File: config.mk
export PLATFORM = sky130hd
export DESIGN_NAME = two_stage_trigger_capture_controller
export DESIGN_NICKNAME = d
export VERILOG_FILES = /design/src/sv/tstc_pkg.sv /design/src/sv/two_stage_trigger_capture_controller.sv
export SDC_FILE = /design/constraint.sdc
export NUM_CORES = 1
export LEC_CHECK = 0
export BUFFER_PORTS_ARGS = -buffer_cell sky130_fd_sc_hd__clkbuf_2
export CAP_MARGIN = 20
export CORE_MARGIN = 2
export CORE_UTILIZATION = 50
export DETAILED_ROUTE_END_ITERATION = 8
export GPL_TIMING_DRIVEN = 1
export HOLD_SLACK_MARGIN = 0.02
export PLACE_DENSITY = 0.82
export SETUP_SLACK_MARGIN = 0.3
export SLEW_MARGIN = 20
export SYNTH_ARGS = -nofsm -noshare
export SYNTH_HDL_FRONTEND = slang
export SYNTH_SLANG_ARGS = --single-unit
File: constraint.sdc
create_clock -name clk -period 4.9 [get_ports clk]
set_clock_uncertainty 0.1 [all_clocks]
set_input_delay 0.735 -clock clk [delete_from_list [all_inputs] [get_ports clk]]
set_output_delay 0.735 -clock clk [all_outputs]
set_load 0.05 [all_outputs]
File: src/sv/tstc_pkg.sv
// Shared types, codes and trigger compare function for the two-stage trigger
// capture controller. No dependencies.

package tstc_pkg;

    // Capture state as reported in the status field
    typedef enum logic [2:0] {
        ST_IDLE      = 3'd0,
        ST_RUNNING   = 3'd1,
        ST_TRIGGERED = 3'd2,
        ST_DONE      = 3'd3,
        ST_ERROR     = 3'd4
    } run_state_t;

    // Command carried with each input word
    typedef enum logic [1:0] {
        FN_TICK       = 2'd0,
        FN_START_TRIG = 2'd1,
        FN_START_POLL = 2'd2,
        FN_CLEAR      = 2'd3
    } func_t;

    // Configuration register indexes
    typedef enum logic [2:0] {
        REG_TRIG_A   = 3'd0,
        REG_TRIG_B   = 3'd1,
        REG_PRE      = 3'd2,
        REG_POST     = 3'd3,
        REG_DIVIDE   = 3'd4,
        REG_TIMEOUT  = 3'd5,
        REG_CHANNELS = 3'd6,
        REG_SPARE    = 3'd7
    } reg_idx_t;

    // Trigger operation codes
    localparam logic [3:0] OP_GT    = 4'd0;
    localparam logic [3:0] OP_GE    = 4'd1;
    localparam logic [3:0] OP_LT    = 4'd2;
    localparam logic [3:0] OP_LE    = 4'd3;
    localparam logic [3:0] OP_NE    = 4'd4;
    localparam logic [3:0] OP_EQ    = 4'd5;
    localparam logic [3:0] OP_IMM   = 4'd6;
    localparam logic [3:0] OP_F_GT  = 4'd7;
    localparam logic [3:0] OP_F_GE  = 4'd8;
    localparam logic [3:0] OP_F_LT  = 4'd9;
    localparam logic [3:0] OP_F_LE  = 4'd10;
    localparam logic [3:0] OP_F_NE  = 4'd11;
    localparam logic [3:0] OP_F_EQ  = 4'd12;

    localparam int          SETUP_W      = 36;
    localparam logic [2:0]  MAX_CHANNELS = 3'd6;

    // One result word
    typedef struct packed {
        logic       trigger_hit;
        logic       write_head;
        logic       capture;
        logic       sampled;
        run_state_t status;
    } out_word_t;

    // Map float32 bits to an unsigned key with the same ordering (+0 == -0)
    function automatic logic [31:0] order_key(input logic [31:0] b);
        logic [31:0] z;
        begin
            z = (b[30:0] == 31'd0) ? 32'd0 : b;
            order_key = z[31] ? ~z : (z | 32'h8000_0000);
        end
    endfunction

    function automatic logic is_nan32(input logic [31:0] b);
        is_nan32 = (b[30:23] == 8'hFF) && (b[22:0] != 23'd0);
    endfunction

    // Evaluate one trigger condition; pre_zero tells whether the pre-count ran out
    function automatic logic trig_cond(input logic [SETUP_W-1:0] setup,
                                       input logic [31:0] sig,
                                       input logic pre_zero);
        logic [3:0]         op;
        logic signed [15:0] v;
        logic signed [15:0] l;
        logic [31:0]        lb;
        logic [31:0]        ka;
        logic [31:0]        kb;
        logic               nan;
        logic               res;
        begin
            op  = setup[35:32];
            v   = signed'(sig[15:0] & setup[31:16]);
            l   = signed'(setup[15:0]);
            lb  = {setup[15:0], 16'd0};
            ka  = order_key(sig);
            kb  = order_key(lb);
            nan = is_nan32(sig) || is_nan32(lb);
            unique case (op)
                OP_GT:   res = v > l;
                OP_GE:   res = v >= l;
                OP_LT:   res = v < l;
                OP_LE:   res = v <= l;
                OP_NE:   res = v != l;
                OP_EQ:   res = v == l;
                OP_IMM:  res = pre_zero;
                OP_F_GT: res = !nan && (ka > kb);
                OP_F_GE: res = !nan && (ka >= kb);
                OP_F_LT: res = !nan && (ka < kb);
                OP_F_LE: res = !nan && (ka <= kb);
                OP_F_NE: res = nan || (ka != kb);
                OP_F_EQ: res = !nan && (ka == kb);
                default: res = 1'b0;
            endcase
            trig_cond = res;
        end
    endfunction

endpackage

File: src/sv/two_stage_trigger_capture_controller.sv
// Two-stage trigger capture controller: top level with input register,
// state update and result register. Depends on tstc_pkg.
//
// Usage: each word on the s_ side carries a command in s_tuser (tick, start
// triggered capture, start auto poll, clear) and the watched words plus the
// timeout and FIFO-reject flags in s_tdata. Every accepted word yields exactly
// one result word on the m_ side: the capture state after that word, and the
// sampled, capture, write_head and trigger_hit strobes.
// Path: an accepted word is held in the input register; its result is then
// loaded into the result register once that is free, and offered on m_tvalid
// from then on.
// Throughput: one word per cycle while m_tready is high; the state update for one word
// is a single pass of compares and counter steps between the two registers.
// Stall: while m_tready is low the result waits in the result register, one
// more word may sit in the input register, and s_tready drops after that.
// Reset: all configuration registers and state clear to zero (idle), both
// register stages empty. Configuration is written over the APB port with
// registers at byte address 8*index; writes are expected only while idle.

module two_stage_trigger_capture_controller
(
    input  logic        clk,
    input  logic        rst_n,
    // input words
    input  logic        s_tvalid,
    output logic        s_tready,
    input  logic [71:0] s_tdata,   // [31:0] sig_a, [63:32] sig_b, [64] timeout_event,
                                   // [65] fifo_reject, [71:66] zero
    input  logic [1:0]  s_tuser,   // [1:0] func
    // result words
    output logic        m_tvalid,
    input  logic        m_tready,
    output logic [7:0]  m_tdata,   // [2:0] status, [3] sampled, [4] capture,
                                   // [5] write_head, [6] trigger_hit, [7] zero
    // configuration
    input  logic        psel,
    input  logic        penable,
    input  logic        pwrite,
    input  logic [5:0]  paddr,
    input  logic [63:0] pwdata,
    output logic [63:0] prdata,
    output logic        pready
);

    // configuration registers
    logic [tstc_pkg::SETUP_W-1:0] trig_a_reg, trig_b_reg;
    logic [15:0] pre_count_reg, post_count_reg;
    logic [7:0]  sample_div_reg;
    logic        timeout_en_reg;
    logic [2:0]  act_chan_reg, act_chan_next;

    // state
    tstc_pkg::run_state_t run_state_reg, run_state_next;
    logic [1:0]  trig_stage_reg, trig_stage_next;
    logic [15:0] pre_left_reg, pre_left_next;
    logic [15:0] post_left_reg, post_left_next;
    logic [7:0]  rate_left_reg, rate_left_next;
    logic        auto_poll_reg, auto_poll_next;

    // input register
    logic                in_valid_reg;
    tstc_pkg::func_t     in_func_reg;
    logic [31:0]         in_sig_a_reg, in_sig_b_reg;
    logic                in_tmo_reg, in_rej_reg;

    // result register
    logic                 out_valid_reg, out_valid_next;
    tstc_pkg::out_word_t  out_word_reg, out_word_next;

    logic        advance;
    logic        s_accept;
    logic        cfg_wr;
    logic [2:0]  cfg_idx;
    logic [2:0]  nch;
    logic        chan_any;
    logic        pre_zero;
    logic        a_fire, b_fire;
    logic        stage_one;
    logic [7:0]  rate_dec;

    // handshakes
    assign advance  = in_valid_reg && (!out_valid_reg || m_tready);
    assign s_tready = !in_valid_reg || advance;
    assign s_accept = s_tvalid && s_tready;
    assign m_tvalid = out_valid_reg;
    assign m_tdata  = {1'b0, out_word_reg};
    assign pready   = 1'b1;
    assign cfg_wr   = psel && penable && pwrite && pready;
    assign cfg_idx  = paddr[5:3];

    // register read-back
    always_comb
    begin
        unique case (tstc_pkg::reg_idx_t'(cfg_idx))
            tstc_pkg::REG_TRIG_A:   prdata = {28'd0, trig_a_reg};
            tstc_pkg::REG_TRIG_B:   prdata = {28'd0, trig_b_reg};
            tstc_pkg::REG_PRE:      prdata = {48'd0, pre_count_reg};
            tstc_pkg::REG_POST:     prdata = {48'd0, post_count_reg};
            tstc_pkg::REG_DIVIDE:   prdata = {56'd0, sample_div_reg};
            tstc_pkg::REG_TIMEOUT:  prdata = {63'd0, timeout_en_reg};
            tstc_pkg::REG_CHANNELS: prdata = {61'd0, act_chan_reg};
            default:                prdata = 64'd0;
        endcase
    end

    // trigger compares; pre_left only counts down when an immediate condition does not fire
    assign nch       = (act_chan_reg > tstc_pkg::MAX_CHANNELS) ? tstc_pkg::MAX_CHANNELS
                                                                : act_chan_reg;
    assign chan_any  = nch != 3'd0;
    assign pre_zero  = pre_left_reg == 16'd0;
    assign a_fire    = tstc_pkg::trig_cond(trig_a_reg, in_sig_a_reg, pre_zero);
    assign b_fire    = tstc_pkg::trig_cond(trig_b_reg, in_sig_b_reg, pre_zero);
    assign stage_one = (trig_stage_reg == 2'd1) || ((trig_stage_reg == 2'd0) && a_fire);
    assign rate_dec  = rate_left_reg - {7'd0, rate_left_reg != 8'd0};

    // state update for the word in the input register
    always_comb
    begin
        run_state_next  = run_state_reg;
        trig_stage_next = trig_stage_reg;
        pre_left_next   = pre_left_reg;
        post_left_next  = post_left_reg;
        rate_left_next  = rate_left_reg;
        auto_poll_next  = auto_poll_reg;
        act_chan_next   = act_chan_reg;
        out_word_next   = '{trigger_hit: 1'b0, write_head: 1'b0, capture: 1'b0,
                            sampled: 1'b0, status: run_state_reg};
        if (advance)
        begin
            unique case (in_func_reg)
                tstc_pkg::FN_START_TRIG:
                begin
                    pre_left_next   = pre_count_reg;
                    post_left_next  = post_count_reg;
                    trig_stage_next = 2'd0;
                    run_state_next  = tstc_pkg::ST_RUNNING;
                end
                tstc_pkg::FN_START_POLL:
                begin
                    auto_poll_next = 1'b1;
                    run_state_next = tstc_pkg::ST_RUNNING;
                end
                tstc_pkg::FN_CLEAR:
                begin
                    run_state_next = tstc_pkg::ST_IDLE;
                    auto_poll_next = 1'b0;
                    act_chan_next  = 3'd0;
                end
                default:
                begin
                    rate_left_next = rate_dec;
                    if (rate_dec == 8'd0)
                    begin
                        out_word_next.sampled = 1'b1;
                        rate_left_next = sample_div_reg;
                        if (run_state_reg == tstc_pkg::ST_RUNNING)
                        begin
                            if (timeout_en_reg && in_tmo_reg)
                            begin
                                run_state_next = tstc_pkg::ST_ERROR;
                            end
                            else if (!auto_poll_reg)
                            begin
                                if (trig_stage_reg == 2'd0 && !a_fire &&
                                    trig_a_reg[35:32] == tstc_pkg::OP_IMM)
                                begin
                                    pre_left_next = pre_left_reg - 16'd1;
                                end
                                else if (stage_one && !b_fire &&
                                         trig_b_reg[35:32] == tstc_pkg::OP_IMM)
                                begin
                                    pre_left_next = pre_left_reg - 16'd1;
                                end
                                if (stage_one && b_fire)
                                begin
                                    trig_stage_next           = 2'd2;
                                    out_word_next.trigger_hit = 1'b1;
                                    run_state_next            = tstc_pkg::ST_TRIGGERED;
                                end
                                else if (stage_one)
                                begin
                                    trig_stage_next = 2'd1;
                                end
                                out_word_next.capture = chan_any;
                            end
                            else if (chan_any)
                            begin
                                out_word_next.write_head = 1'b1;
                                out_word_next.capture    = 1'b1;
                            end
                        end
                        else if (run_state_reg == tstc_pkg::ST_TRIGGERED)
                        begin
                            if (timeout_en_reg && in_tmo_reg)
                            begin
                                run_state_next = tstc_pkg::ST_ERROR;
                            end
                            else if (post_left_reg == 16'd0)
                            begin
                                run_state_next = tstc_pkg::ST_DONE;
                            end
                            else
                            begin
                                if (chan_any)
                                begin
                                    out_word_next.capture = 1'b1;
                                    if (in_rej_reg)
                                    begin
                                        run_state_next = tstc_pkg::ST_ERROR;
                                    end
                                end
                                post_left_next = post_left_reg - 16'd1;
                            end
                        end
                    end
                end
            endcase
            out_word_next.status = run_state_next;
        end

        // configuration writes load counters and the channel count as a side effect
        if (cfg_wr)
        begin
            unique case (tstc_pkg::reg_idx_t'(cfg_idx))
                tstc_pkg::REG_PRE:      pre_left_next  = pwdata[15:0];
                tstc_pkg::REG_POST:     post_left_next = pwdata[15:0];
                tstc_pkg::REG_DIVIDE:   rate_left_next = 8'd0;
                tstc_pkg::REG_CHANNELS: act_chan_next  = pwdata[2:0];
                default:                ;
            endcase
        end
    end

    assign out_valid_next = advance || (out_valid_reg && !m_tready);

    // control and configuration registers
    always_ff @(posedge clk or negedge rst_n)
    begin
        if (!rst_n)
        begin
            trig_a_reg     <= '0;
            trig_b_reg     <= '0;
            pre_count_reg  <= '0;
            post_count_reg <= '0;
            sample_div_reg <= '0;
            timeout_en_reg <= 1'b0;
            act_chan_reg   <= '0;
            run_state_reg  <= tstc_pkg::ST_IDLE;
            trig_stage_reg <= '0;
            pre_left_reg   <= '0;
            post_left_reg  <= '0;
            rate_left_reg  <= '0;
            auto_poll_reg  <= 1'b0;
            in_valid_reg   <= 1'b0;
            out_valid_reg  <= 1'b0;
        end
        else
        begin
            if (cfg_wr)
            begin
                unique case (tstc_pkg::reg_idx_t'(cfg_idx))
                    tstc_pkg::REG_TRIG_A:  trig_a_reg     <= pwdata[tstc_pkg::SETUP_W-1:0];
                    tstc_pkg::REG_TRIG_B:  trig_b_reg     <= pwdata[tstc_pkg::SETUP_W-1:0];
                    tstc_pkg::REG_PRE:     pre_count_reg  <= pwdata[15:0];
                    tstc_pkg::REG_POST:    post_count_reg <= pwdata[15:0];
                    tstc_pkg::REG_DIVIDE:  sample_div_reg <= pwdata[7:0];
                    tstc_pkg::REG_TIMEOUT: timeout_en_reg <= pwdata[0];
                    default:               ;
                endcase
            end
            act_chan_reg   <= act_chan_next;
            run_state_reg  <= run_state_next;
            trig_stage_reg <= trig_stage_next;
            pre_left_reg   <= pre_left_next;
            post_left_reg  <= post_left_next;
            rate_left_reg  <= rate_left_next;
            auto_poll_reg  <= auto_poll_next;
            in_valid_reg   <= s_accept || (in_valid_reg && !advance);
            out_valid_reg  <= out_valid_next;
        end
    end

    // payload registers: take a new word, hold while stalled
    always_ff @(posedge clk)
    begin
        if (s_accept)
        begin
            in_func_reg  <= tstc_pkg::func_t'(s_tuser);
            in_sig_a_reg <= s_tdata[31:0];
            in_sig_b_reg <= s_tdata[63:32];
            in_tmo_reg   <= s_tdata[64];
            in_rej_reg   <= s_tdata[65];
        end
        if (advance)
        begin
            out_word_reg <= out_word_next;
        end
    end

    // checks on the result word and the state update
    a_hit_means_triggered: assert property (@(posedge clk) disable iff (!rst_n)
        out_valid_reg && out_word_reg.trigger_hit |->
            out_word_reg.status == tstc_pkg::ST_TRIGGERED && out_word_reg.sampled)
        else $error("trigger_hit without triggered status");

    a_capture_on_sample: assert property (@(posedge clk) disable iff (!rst_n)
        out_valid_reg && out_word_reg.capture |-> out_word_reg.sampled)
        else $error("capture on a tick that was not a sample");

    a_head_with_capture: assert property (@(posedge clk) disable iff (!rst_n)
        out_valid_reg && out_word_reg.write_head |->
            out_word_reg.capture && out_word_reg.status == tstc_pkg::ST_RUNNING)
        else $error("write_head without capture while running");

    a_start_resets_stage: assert property (@(posedge clk) disable iff (!rst_n)
        advance && in_func_reg == tstc_pkg::FN_START_TRIG |=>
            trig_stage_reg == 2'd0 && run_state_reg == tstc_pkg::ST_RUNNING)
        else $error("start did not rearm the trigger");

    a_stage_tracks_state: assert property (@(posedge clk) disable iff (!rst_n)
        advance && !$past(1'b0) && trig_stage_next == 2'd2 && trig_stage_reg != 2'd2 |->
            run_state_next == tstc_pkg::ST_TRIGGERED)
        else $error("trigger completed without entering triggered state");

endmodule
==> After elaboration in Yosys (flattened, before gate mapping) <==
Index checks and enable logic that the tools add are counted.
W data, S select, Z words.
{ "totals": {"ff_bits": 239, "latchBits": 0, "ramBits": 0, "mem_bits_ro": 0, "inputBits": 151, "out_inout_bits": 75, "elab_cells": 255, "n_memories": 0} }
{ "op_classes": {"add_sub_neg": 3, "n_mul": 0, "div": 0, "magnitude_cmp": 17, "n_eq_ne": 50, "n_shift": 0, "n_mux": 71, "bitwise_logic": 10, "reduce_logical": 79} }
{ "op_table": {"columns": ["cell", "n"], "rows": [
  ["$mux W16", 17],
  ["$mux W32", 8],
  ["$pmux W36 S7", 1],
  ["$not A32 Y32", 4],
  ["$eq A32 B32 Y1", 2],
  ["$ge A32 B32 Y1", 2],
  ["$gt A32 B32 Y1", 2],
  ["$le A32 B32 Y1", 2],
  ["$lt A32 B32 Y1", 2],
  ["$ne A32 B32 Y1", 2],
  ["$pmux W16 S2", 2],
  ["$logic_not A31 Y1", 2],
  ["$mux W3", 16],
  ["$reduce_bool A23 Y1", 2],
  ["$eq A4 B4 Y1 const B", 10],
  ["$mux W8", 5],
  ["$and A16 B16 Y16", 2],
  ["$eq A16 B16 Y1", 2],
  ["$eq A4 B3 Y1 const B", 8],
  ["$eq A8 B8 Y1 const B", 4],
  ["$ge A16 B16 Y1", 2],
  ["$gt A16 B16 Y1", 2],
  ["$le A16 B16 Y1", 2],
  ["$logic_not A16 Y1", 2],
  ["other kinds (38)", 127]
]} }

==> Longest topological paths before layout <==
{ "depth": {"depth_word": 21, "depth_mapped": 21, "mapped_depth_nobuf": 19} }

==> Worst setup path before layout <==
OpenSTA, ideal clock, no wires.
{ "synth_timing": {"kind": "reg2reg", "start": "register in_sig_a_reg[4]", "end": "register pre_left_reg[10]", "setup_ps": 140, "arrival_time_ps": 4507, "required_time_ps": 4660, "setup_slack_ps": 153, "path_stages_with_launch": 20, "n_path_buf": 2, "period_less_slack_ps": 4747, "cell_sequence": "edfxtp_1 -> nor4_1 -> nand4_1 -> nor2_1 -> clkbuf_1 -> nor2_1 -> ha_1 -> nor2b_1 -> o21a_1 -> o2111ai_1 -> a31oi_1 -> o41ai_1 -> a21oi_1 -> or3b_2 -> o211ai_2 -> mux2i_1 -> buf_6 -> nor4bb_1 -> a2111oi_0 -> a22oi_1"} }
{ "synth_between": {"elab_chain_cells": 21, "word_cells_on_any_way": 45, "cone_classes": "order compare (8); eq/ne (4); mux (13); bitwise (2); reduce/logical (18)"} }
{ "synth_lines": {"columns": ["element", "line_no", "rtl"], "rows": [
  ["start: declaration", "two_stage_trigger_capture_controller.sv:63", "logic [31:0] in_sig_a_reg, in_sig_b_reg;"],
  ["start signal: assignment", "two_stage_trigger_capture_controller.sv:289", "in_sig_a_reg <= s_tdata[31:0];"],
  ["$logic_not A31 Y1", "tstc_pkg.sv:66", "z = (b[30:0] == 31'd0) ? 32'd0 : b;"],
  ["$mux W32", "tstc_pkg.sv:66", null],
  ["$not A32 Y32", "tstc_pkg.sv:67", "order_key = z[31] ? ~z : (z | 32'h8000_0000);"],
  ["$mux W32", "tstc_pkg.sv:67", null],
  ["$le A32 B32 Y1 (tied with other cells)", "tstc_pkg.sv:106", "OP_F_LE: res = !nan && (ka <= kb);"],
  ["$logic_and A1 B1 Y1 (tied with other cells)", "tstc_pkg.sv:106", null],
  ["$pmux W1 S13 *", "tstc_pkg.sv:95", "unique case (op)"],
  ["$logic_and A1 B1 Y1", "two_stage_trigger_capture_controller.sv:113", "assign stage_one = (trig_stage_reg == 2'd1) || ((trig_stage_reg == 2'd0) && a_fire);"],
  ["(+6 left out)", null, null],
  ["$mux W16 *", "two_stage_trigger_capture_controller.sv:158", "if (timeout_en_reg && in_tmo_reg)"],
  ["$mux W16 *", "two_stage_trigger_capture_controller.sv:156", "if (run_state_reg == tstc_pkg::ST_RUNNING)"],
  ["$mux W16 *", "two_stage_trigger_capture_controller.sv:152", "if (rate_dec == 8'd0)"],
  ["$pmux W16 S2 *", "two_stage_trigger_capture_controller.sv:130", "unique case (in_func_reg)"],
  ["$mux W16 *", "two_stage_trigger_capture_controller.sv:128", "if (advance)"],
  ["$mux W16", "two_stage_trigger_capture_controller.sv:224", "unique case (tstc_pkg::reg_idx_t'(cfg_idx))"],
  ["$mux W16 *", "two_stage_trigger_capture_controller.sv:222", "if (cfg_wr)"],
  ["named net pre_left_next[10]", "two_stage_trigger_capture_controller.sv:55", "logic [15:0] pre_left_reg, pre_left_next;"],
  ["end signal: assignment", "two_stage_trigger_capture_controller.sv:274", "pre_left_reg <= pre_left_next;"],
  ["end: declaration", "two_stage_trigger_capture_controller.sv:55", null]
]} }
The timed path passes the listed nets; every way through them passes the cells marked *.
A chain may end at the register's enable or synchronous reset.

==> Worst setup path in the final report <==
{ "layout_timing": {"start": "register in_sig_a_reg[23]", "end": "register pre_left_reg[6]"} }
Same word-level chain as after synthesis.

==> results.yml <==
synth:
  synth-edff-count: 75
  avgSynthCellArea_um2: 9.37
  synthTopCellsByArea: "dfrtp_1 26%, edfxtp_1 14%, ha_1 8.4%"
  synth_cell_types: 77
  syn_area_mm2: 0.0156
  synth_commonest_cells: "233 x nand2_1, 164 x dfrtp_1, 143 x nor2_1, 104 x ha_1, 96 x o21ai_0"
  synth_largest_area_cell: "dfrtp_1"
  synth_most_common_cell: "nand2_1"
  ys_seq_area_share_pct: 40.9
  synth_top_area_share_pct: 26.4
  syn_inst: 1661
  ys_async_sr_fraction_pct: 68.6
  synthFlopType: "dfrtp_1"
  ys_ff_latch: 239
  ys_warn_count: 0
routing:
  post_drt_wl_per_cell_um: 20.5
  drtIter0Drc: 1496
  dr.pass1.iters: 6
  viasPerCell: 6.13
  drc: 0
  drtAntennaViolNets: 0
  vias: 14200
  wirelength_mm: 47.5
layout:
  finalNonFillerCells: 2311
  syn_to_final_growth_pct: 21.9
  drive_gt1_share_pct: 26.0
  fin_nets: 2147
  fin_util_pct: 62.0
clock_network:
  clock_path_buffers: 3
  cts_buffers: 28
  clk_pin_slew_ns: 0.06
  tritoncts: "built"
  cts.sinks: 239
  cts-root-buf: "clkbuf_16"
  h-tree-depth: 1
  clock_latency_ns: 0.57
placement:
  place_worst_setup_slack_ns: -0.330
  dp.final_hpwl_mm: 33.6
  place.gp.congestion: 0.946
  place_inst: 2230
  port_buffers: 158
floorplan:
  dieWidth_um: 180
  fp.dieH_um: 180
  num_rows: 64
  start_util_pct: 50.9
  dieArea_mm2: 0.0325
  core_area_mm2: 0.0306
  ioPinCount: 226
timing:
  max_freq_mhz: 192
  period_share_pct: 106
  hold_viol: 0
  tightestPinTransition_ns: 1.08
  slew_headroom_pct: 27.8
  setup_viol: 21
  drv_slew: 0
  setup_slack_ns: -0.306
  post-route-min-period_ns: 5.21
  rsz0062_at_grt: "true"
setup_path:
  end_kind: "flip-flop"
  critPathKind: "reg2reg"
  cp_data_required_time_ns: 5.22
  path_max_fanout: 8
  cp.arrival_ns: 5.52
  cp-start-kind: "flip-flop"
power_and_ir_drop:
  p_leak_nw: 8.52
  power.density_mw_per_mm2: 404
  peakVddDrop_mv: 0.289
grt:
  grt_first_pass_wirelength_mm: 73.4
  grt.total_usage_pct: 28.1
  antenna_found_initial: 1
  grt_start_max_net_pins: 95
  grt_pass1_vias: 13700
  grt_overflow: 0
min_path:
  hp-class: "in2async"
run_status:
  status: "complete, but fails checks"
  violations: "setup timing"
flow_run:
  cap_violations: 0
[critical path, stage by stage (launching register included)]
cell      delay, ns
edfxtp_1       0.44
nor4_4         0.31
buf_4          0.17
nand4_1        0.19
nor2_4         0.27
buf_8          0.20
nor2_2         0.07
ha_4           0.27
nand4_1        0.27
nor4_2         0.44
nand4_1        0.14
mux2_4         0.32
nand2_1        0.06
nand4b_1       0.11
or3b_4         0.39
o211ai_4       0.24
mux2i_4        0.13
buf_12         0.17
buf_16         0.13
or2_4          0.23
o311ai_2       0.27
a31oi_1        0.12
[report_power, final]
group,internal (mW),switching (mW)
clock network,1.16,0.868
logic,1.20,1.62
registers,2.41,0.401
total,4.77,2.89
[metrics by stage]
stage               total power [mW]  area, um2  setup TNS, ns  hold slack [ns]
floorplan                       4.48      15700              0            0.339
global placement                5.17      17200         -0.327            0.382
detailed placement              5.30      17200          -2.25            0.386
CTS                             7.42      18600        -0.0804            0.203
global route                    8.06      19000          -7.63            0.230
finish                          7.66      19000          -4.47            0.184
[timing repair]
item | in CTS | in global routing
pin swaps | 34 | 31
gates cloned | 3 | 0
endpoints found under the setup margin | 30 | 36
buffers inserted | 10 | 14
resized for setup | 58 | 61
hold buffers | 0 | 0
[layer usage]
layer	global-route usage [%]	up-vias	part of all wire [%]
li1	-	6365	-
met1	36.0	6777	38
met2	47.0	864	47
met3	4.37	168	9.3
met4	12.8	0	5.3
met5	0	-	0
[layout make-up]
class                           count  area (um2)
Antenna cell                        1        2.50
Clock buffer                       34         763
Clock inverter                     18         139
Fill cell                        2342       11600
Inverter                           58         218
Multi-Input combinational cell   1280        9080
Sequential cell                   239        6360
Tap cell                          396         495
Timing Repair Buffer              285        1910
[final timing paths]
check,from,slack (ns),endpoint,depth (start not counted)
min reg2reg,pre_count_reg[13],0.40,pre_count_reg[13],2
min,rst_n,0.18,rate_left_reg[0],1
max in group asynchronous,rst_n,3.43,trig_b_reg[23],2
min in group clk,s_tdata[38],0.23,in_sig_b_reg[6],1
max reg2reg,in_sig_a_reg[23],-0.31,pre_left_reg[6],21
max,in_sig_a_reg[23],-0.31,pre_left_reg[6],21
[cells by family after synthesis]
| family | Yosys count | synth area share, % |
|---|---|---|
| compound gates | 329 | 13.7 |
| xor+xnor | 93 | 5.24 |
| fa+ha+maj | 104 | 8.36 |
| buf+inv | 170 | 4.99 |
| flops | 239 | 40.9 |
| mux | 80 | 6.73 |
| other cells | 2 | 0.0483 |
| simple gates | 644 | 20.1 |
[layout by cell type (no fill, tap or decap), types with 15 or more instances in the layout]
cell       count
nand3_1       30
conb_1        30
o21ai_0       88
xnor2_1       66
ha_1          94
a21o_1        24
clkbuf_2     157
nand2_1      232
inv_1         57
and2_1        34
dfrtp_1      163
nand4_1       35
nor4_1        23
nor2_1       122
a22oi_1       15
clkbuf_16     28
edfxtp_1      75
a22o_1        23
xor2_1        27
a21oi_1       79
buf_4        111
nor2b_1       20
nor3_1        21
mux2_2        56
Power figures use the tool's default switching activity.
